===== src/rtl/fbc_pkg.sv =====
package fbc_pkg;

    // Width of one box coordinate, signed Q8.8 at the default of 16 bits.
    localparam int COORD_WIDTH = 16;

    // Plane packing: three Q1.14 normal components, then a Q8.8 offset.
    localparam int NORM_W      = 16;
    localparam int PLANE_W     = 4 * NORM_W;
    localparam int PLANE_COUNT = 6;
    localparam int CFG_IDX_W   = 3;

    // Shift that brings a Q8.8 offset to the fraction bits of a Q1.14 by Q8.8 product.
    localparam int OFFSET_SHIFT = 14;

    // Product widths: n * c is signed by signed, |n| * e carries a zero sign bit on |n|.
    localparam int PC_W = NORM_W + COORD_WIDTH;
    localparam int PE_W = NORM_W + 1 + COORD_WIDTH;

    // Accumulator wide enough for three products plus the scaled offset.
    localparam int ACC_W = COORD_WIDTH + 19;

    // Register indexes of the configuration port.
    typedef enum logic [CFG_IDX_W-1:0] {
        PLANE_RIGHT  = 3'd0,
        PLANE_LEFT   = 3'd1,
        PLANE_TOP    = 3'd2,
        PLANE_BOTTOM = 3'd3,
        PLANE_NEAR   = 3'd4,
        PLANE_FAR    = 3'd5
    } t_plane_idx;

    // Plane held by each cell of the chain, in chain order.
    localparam t_plane_idx CELL_PLANE [PLANE_COUNT] = '{
        PLANE_RIGHT, PLANE_LEFT, PLANE_TOP, PLANE_BOTTOM, PLANE_NEAR, PLANE_FAR
    };

    // Box as center and half extents.
    typedef struct packed {
        logic signed [COORD_WIDTH-1:0] c_x;
        logic signed [COORD_WIDTH-1:0] c_y;
        logic signed [COORD_WIDTH-1:0] c_z;
        logic signed [COORD_WIDTH-1:0] e_x;
        logic signed [COORD_WIDTH-1:0] e_y;
        logic signed [COORD_WIDTH-1:0] e_z;
    } t_box;

    // One beat as it moves from cell to cell.
    typedef struct packed {
        logic valid;
        logic vis;
        t_box box;
    } t_beat;

    // Plane write as seen by one cell.
    typedef struct packed {
        logic               we;
        logic [PLANE_W-1:0] data;
    } t_plane_wr;

endpackage


===== src/rtl/fbc_cell.sv =====
module fbc_cell import fbc_pkg::*; (
    input  logic      i_clk,
    input  logic      i_rst_n,
    input  t_plane_wr i_wr,
    input  t_beat     i_beat,
    output t_beat     o_beat
);

    logic [PLANE_W-1:0] r_plane;

    logic signed [NORM_W-1:0] nrm [3];
    logic [NORM_W-1:0]        mag [3];
    logic signed [NORM_W-1:0] ofs;
    logic signed [COORD_WIDTH-1:0] ctr [3];
    logic signed [COORD_WIDTH-1:0] ext [3];

    // Stage A: products.
    t_beat r_a_beat;
    logic signed [PC_W-1:0] r_pc [3];
    logic signed [PE_W-1:0] r_pe [3];

    // Stage B: distance and radius.
    t_beat r_b_beat;
    logic signed [ACC_W-1:0] r_dist;
    logic signed [ACC_W-1:0] r_rad;
    logic signed [ACC_W-1:0] n_dist;
    logic signed [ACC_W-1:0] n_rad;

    // Stage C: the running visibility flag leaves the cell.
    t_beat r_c_beat;

    // Per-cell plane register; user changes it only while the chain is empty, unchecked.
    always_ff @(posedge i_clk) begin
        if (!i_rst_n) begin
            r_plane <= '0;
        end else if (i_wr.we) begin
            r_plane <= i_wr.data;
        end
    end

    // Unpack the plane; the magnitude of a Q1.14 value fits in 16 bits unsigned.
    always_comb begin
        for (int k = 0; k < 3; k++) begin
            nrm[k] = r_plane[k*NORM_W +: NORM_W];
            mag[k] = nrm[k][NORM_W-1] ? NORM_W'(-nrm[k]) : NORM_W'(nrm[k]);
        end
        ofs    = r_plane[3*NORM_W +: NORM_W];
        ctr[0] = i_beat.box.c_x;
        ctr[1] = i_beat.box.c_y;
        ctr[2] = i_beat.box.c_z;
        ext[0] = i_beat.box.e_x;
        ext[1] = i_beat.box.e_y;
        ext[2] = i_beat.box.e_z;
    end

    // Stage A registers one product per axis for the distance and one for the radius.
    always_ff @(posedge i_clk) begin
        if (!i_rst_n) begin
            r_a_beat.valid <= 1'b0;
        end else begin
            r_a_beat.valid <= i_beat.valid;
        end
        r_a_beat.vis <= i_beat.vis;
        r_a_beat.box <= i_beat.box;
        for (int k = 0; k < 3; k++) begin
            r_pc[k] <= nrm[k] * ctr[k];
            r_pe[k] <= $signed({1'b0, mag[k]}) * ext[k];
        end
    end

    // Stage B sums at full width; the offset is scaled to the product's fraction bits.
    always_comb begin
        n_dist = (ACC_W'(ofs) <<< OFFSET_SHIFT) + ACC_W'(r_pc[0]) + ACC_W'(r_pc[1])
               + ACC_W'(r_pc[2]);
        n_rad  = ACC_W'(r_pe[0]) + ACC_W'(r_pe[1]) + ACC_W'(r_pe[2]);
    end

    always_ff @(posedge i_clk) begin
        if (!i_rst_n) begin
            r_b_beat.valid <= 1'b0;
        end else begin
            r_b_beat.valid <= r_a_beat.valid;
        end
        r_b_beat.vis <= r_a_beat.vis;
        r_b_beat.box <= r_a_beat.box;
        r_dist       <= n_dist;
        r_rad        <= n_rad;
    end

    // Stage C: a distance equal to the radius counts as outside.
    always_ff @(posedge i_clk) begin
        if (!i_rst_n) begin
            r_c_beat.valid <= 1'b0;
        end else begin
            r_c_beat.valid <= r_b_beat.valid;
        end
        r_c_beat.vis <= r_b_beat.vis & (r_dist < r_rad);
        r_c_beat.box <= r_b_beat.box;
    end

    assign o_beat = r_c_beat;

endmodule


===== config.mk =====
export PLATFORM = sky130hd
export DESIGN_NAME = fbc_cell
export DESIGN_NICKNAME = d
export VERILOG_FILES = /design/src/rtl/fbc_pkg.sv /design/src/rtl/fbc_cell.sv
export SDC_FILE = /design/constraint.sdc
export NUM_CORES = 2
export LEC_CHECK = 0
export ABC_CLOCK_PERIOD_IN_PS = 6300
export BUFFER_PORTS_ARGS = -buffer_cell sky130_fd_sc_hd__buf_2
export CORE_UTILIZATION = 43
export DETAILED_ROUTE_END_ITERATION = 10
export GPL_TIMING_DRIVEN = 0
export PLACE_DENSITY = 0.59
export REMOVE_ABC_BUFFERS = 1
export SLEW_MARGIN = 20
export SYNTH_ARGS = -nofsm -noshare
export SYNTH_HDL_FRONTEND = slang
export SYNTH_SLANG_ARGS = --single-unit
export TNS_END_PERCENT = 10

===== constraint.sdc =====
create_clock -name i_clk -period 6.3 [get_ports i_clk]
set_input_delay 0.315 -clock i_clk [delete_from_list [all_inputs] [get_ports i_clk]]
set_output_delay 0.315 -clock i_clk [all_outputs]
set_load 0.1 [all_outputs]

==> impl_metrics.env <==
export IMPL_arrival_ps=8020
export IMPL_place_ws_ps=-2480
export IMPL_cts_root_buf="clkbuf_16"
export IMPL_design_die_area_um2=178000
export IMPL_ys_ff_latch=623
export IMPL_p_leak_nw=42.8
export IMPL_cpMaxStageDelayCell="fa_1"
export IMPL_start_util_pct=43.5
export IMPL_ff2ff_setup_slack_ps=-1070
export IMPL_grt_pass1_wl_um=317000
export IMPL_crit_end="r_pe[0][98]$_DFF_P_"
export IMPL_max_freq_mhz=136
export IMPL_synth_top_area_cell="fa_1"
export IMPL_finalCritPeriodShare_pct=117
export IMPL_fp_row_count=153
export IMPL_crit_path_start="r_plane[32]$_SDFFE_PN0P_"
export IMPL_violations="negative setup slack"
export IMPL_drt_first_pass_iters=6
export IMPL_critPathTopFamily="adder cells"
export IMPL_yosys_warnings=0
export IMPL_nNetsFinal=10654
export IMPL_rr_worst_depth=29
export IMPL_fin_crit_ps=7370
export IMPL_ios=263
export IMPL_slowest_delay_ps=560
export IMPL_critPathMaxFanout=4
export IMPL_cp_depth=29
export IMPL_clk_latency_ps=720
export IMPL_min_path_type="input port to flop"
export IMPL_hold_viol=0
export IMPL_worstSetupEndpointType="flop"
export IMPL_synth_top_area_share_pct=38.3
export IMPL_netlist_instances=7881
export IMPL_dp_final_hpwl_um=149000
export IMPL_area_growth_pct=15.5
export IMPL_fp_dieH_um=422
export IMPL_r2r_end="r_pe[0][98]$_DFF_P_"
export IMPL_nFillCells=16188
export IMPL_antenna_found_initial=9
export IMPL_vias_per_cell=4.99
export IMPL_ys_async_sr_fraction_pct=0
export IMPL_fin_ws_ps=-1070
export IMPL_setup_violations=65
export IMPL_die_w_um=422
export IMPL_synth_edff_count=0
export IMPL_final_cell_mix="inv_1 (1711), fa_1 (1434), nand2_1 (829)"
export IMPL_ctsHtreeMaxLevel=3
export IMPL_grt_pass1_vias=58753
export IMPL_outcome="finished, violations left"
export IMPL_reg2reg_from="r_plane[32]$_SDFFE_PN0P_"
export IMPL_synth_area_leaders="fa_1 (38%), dfxtp_1 (16%), ha_1 (12%), inv_1 (8.5%), and2_1 (6.0%)"
export IMPL_final_layout_size_suffix_gt1_share_pct=11.2
export IMPL_routed_wirelength_um=194000
export IMPL_setup_tns_final_ps=-34250
export IMPL_required_ps=6940
export IMPL_power_density_nw_per_um2=548
export IMPL_postSynthAreaPerCell_um2=9.64
export IMPL_cap_viol_max_count=0
export IMPL_cts_made_buffers=73
export IMPL_report_final_slew_viol_count=0
export IMPL_final_common_cell="inv_1"
export IMPL_place_gp_congestion=0.862
export IMPL_fin_cells=10697
export IMPL_grt_max_degree=58
export IMPL_synth_area_um2=76000
export IMPL_coreArea_um2=175000
export IMPL_total_power_w=0.0481
export IMPL_ys_types=74
export IMPL_vdd_drop_max_mv=0.632
export IMPL_wire_per_inst_um=18.1
export IMPL_finalClockSkew_ps=36.9
export IMPL_crit_path_start_kind="flop"
export IMPL_dr_first_iter_drc_count=2466
export IMPL_cts_sinks=623
export IMPL_rsz0062_at_grt="yes"
export IMPL_criticalPathCategory="flop to flop"
export IMPL_cts_tree="built"
export IMPL_crit_buf_inv=6
export IMPL_drc=0
export IMPL_tightestPinTransition_ps=835
export IMPL_ant_nets=0
export IMPL_post_route_util_pct=50.2
export IMPL_clk_pin_slew_ps=70
export IMPL_relSlewSlack_pct=44.3
export IMPL_track_usage_pct=22.5
export IMPL_dp_cells=10249
export IMPL_grt_ovfl_total=0
export IMPL_clk_path_buf_depth=3
export IMPL_port_buffers=262
export IMPL_synthFlopType="dfxtp_1"
export IMPL_vias=53406
export IMPL_crit_path_frequent_cell="fa_1"
export IMPL_ys_seq_area_share_pct=16.4
## stage by stage
stage	instance area [um^2]	hold slack, ps
detailed placement	80100	312
CTS	86600	146
global route	87700	191
finish	87700	191
floorplan	75000	310
global placement	79200	310
## per-layer routing
| metal | vias up | routed length, um | track usage, % |
|---|---|---|---|
| met3 | 307 | 8020 | 2.54 |
| met2 | 1095 | 96300 | 39.1 |
| li1 | 24593 | - | - |
| met4 | 0 | 7480 | 8.42 |
| met1 | 27411 | 81900 | 28.8 |
| met5 | - | 0 | 0 |
## registers in the layout, summed over array words and instances (netlist names)
signal / cells
r_dist: 35
r_rad: 35
r_a_beat: 98
o_beat: 98
r_plane: 64
r_pc: 96
r_pe: 99
r_b_beat: 98
## worst min-delay path: stages
cell and delay (ps):
buf_4 180, buf_16 200, nor2b_1 160
## kinds of logic (layout without fill, tap and decap cells)
| family | count (synthesis) | count (layout) | synth area share, % |
|---|---|---|---|
| adder cells (fa/ha/maj) | 2181 | 2181 | 50.3 |
| AND/OR/NAND/NOR | 2063 | 2063 | 13.6 |
| buffers and inverters | 1994 | 2481 | 9.85 |
| AO/OA/AOI/OAI | 680 | 680 | 5.81 |
| flip-flops | 623 | 623 | 16.4 |
| XOR/XNOR | 276 | 276 | 3.18 |
| multiplexers | 64 | 64 | 0.843 |
| other | 0 | 4 | 0 |
## power breakdown
| group | switching (W) | leakage (nW) | internal, W |
|---|---|---|---|
| sequential | 0.000752 | 5.27 | 0.00538 |
| combinational | 0.0212 | 36.2 | 0.0162 |
| clock | 0.00190 | 1.29 | 0.00269 |
## worst min-delay path by stage
stage	start	endpoint	slack [ps]	depth (start not counted)
detailed placement	r_b_beat[4]$_DFF_P_	o_beat[4]$_DFF_P_	310	0
floorplan	r_b_beat[0]$_DFF_P_	o_beat[0]$_DFF_P_	310	0
CTS	i_rst_n	r_plane[24]$_SDFFE_PN0P_	150	3
finish	i_rst_n	r_plane[24]$_SDFFE_PN0P_	190	3
global route	i_rst_n	r_plane[32]$_SDFFE_PN0P_	190	3
global placement	r_a_beat[23]$_DFF_P_	r_b_beat[23]$_DFF_P_	310	0
## cells in the mapped netlist (5+ instances only)
master and count:
a211o_1 8, a211oi_1 18, a21boi_0 12, a21o_1 118
a21oi_1 199, a31oi_1 24, and2_1 733, and3_1 24
buf_1 10, clkbuf_1 253, dfxtp_1 623, fa_1 1454
ha_1 727, inv_1 1730, mux2i_1 64, nand2_1 846
nand2b_1 57, nand3_1 42, nand4_1 26, nor2_1 161
nor2b_1 86, nor3_1 36, nor4_1 12, o2111ai_1 9
o211ai_1 11, o21a_1 30, o21ai_0 110, o21ai_1 12
o21bai_1 46, o311ai_0 5, o31a_1 8, o31ai_1 14
o41ai_1 9, or2_2 12, or3_1 6, or4_1 6
xnor2_1 212, xor2_1 64
## timing repair
| action | in CTS | in global routing |
|---|---|---|
| pin swaps | 95 | 77 |
| endpoints found under the setup margin | 109 | 91 |
| resized for setup | 296 | 160 |
| endpoints found under the hold margin | 162 | 0 |
| hold buffers | 185 | 0 |
| cloned | 1 | 1 |
| buffers inserted | 80 | 44 |
## area by class of cell
class                   count  area (um^2)  share of cell area (%)
diodes                      4         10.0                  0.0114
well taps                2325         2910                    3.32
multi-input cells        5264        58200                    66.3
clock inverters            43          642                   0.732
flip-flops and latches    623        12600                    14.4
inverters                1731         6510                    7.42
repair buffers            615         4820                    5.49
clock buffers              92         2010                    2.29
Power figures use the tool's default switching activity.
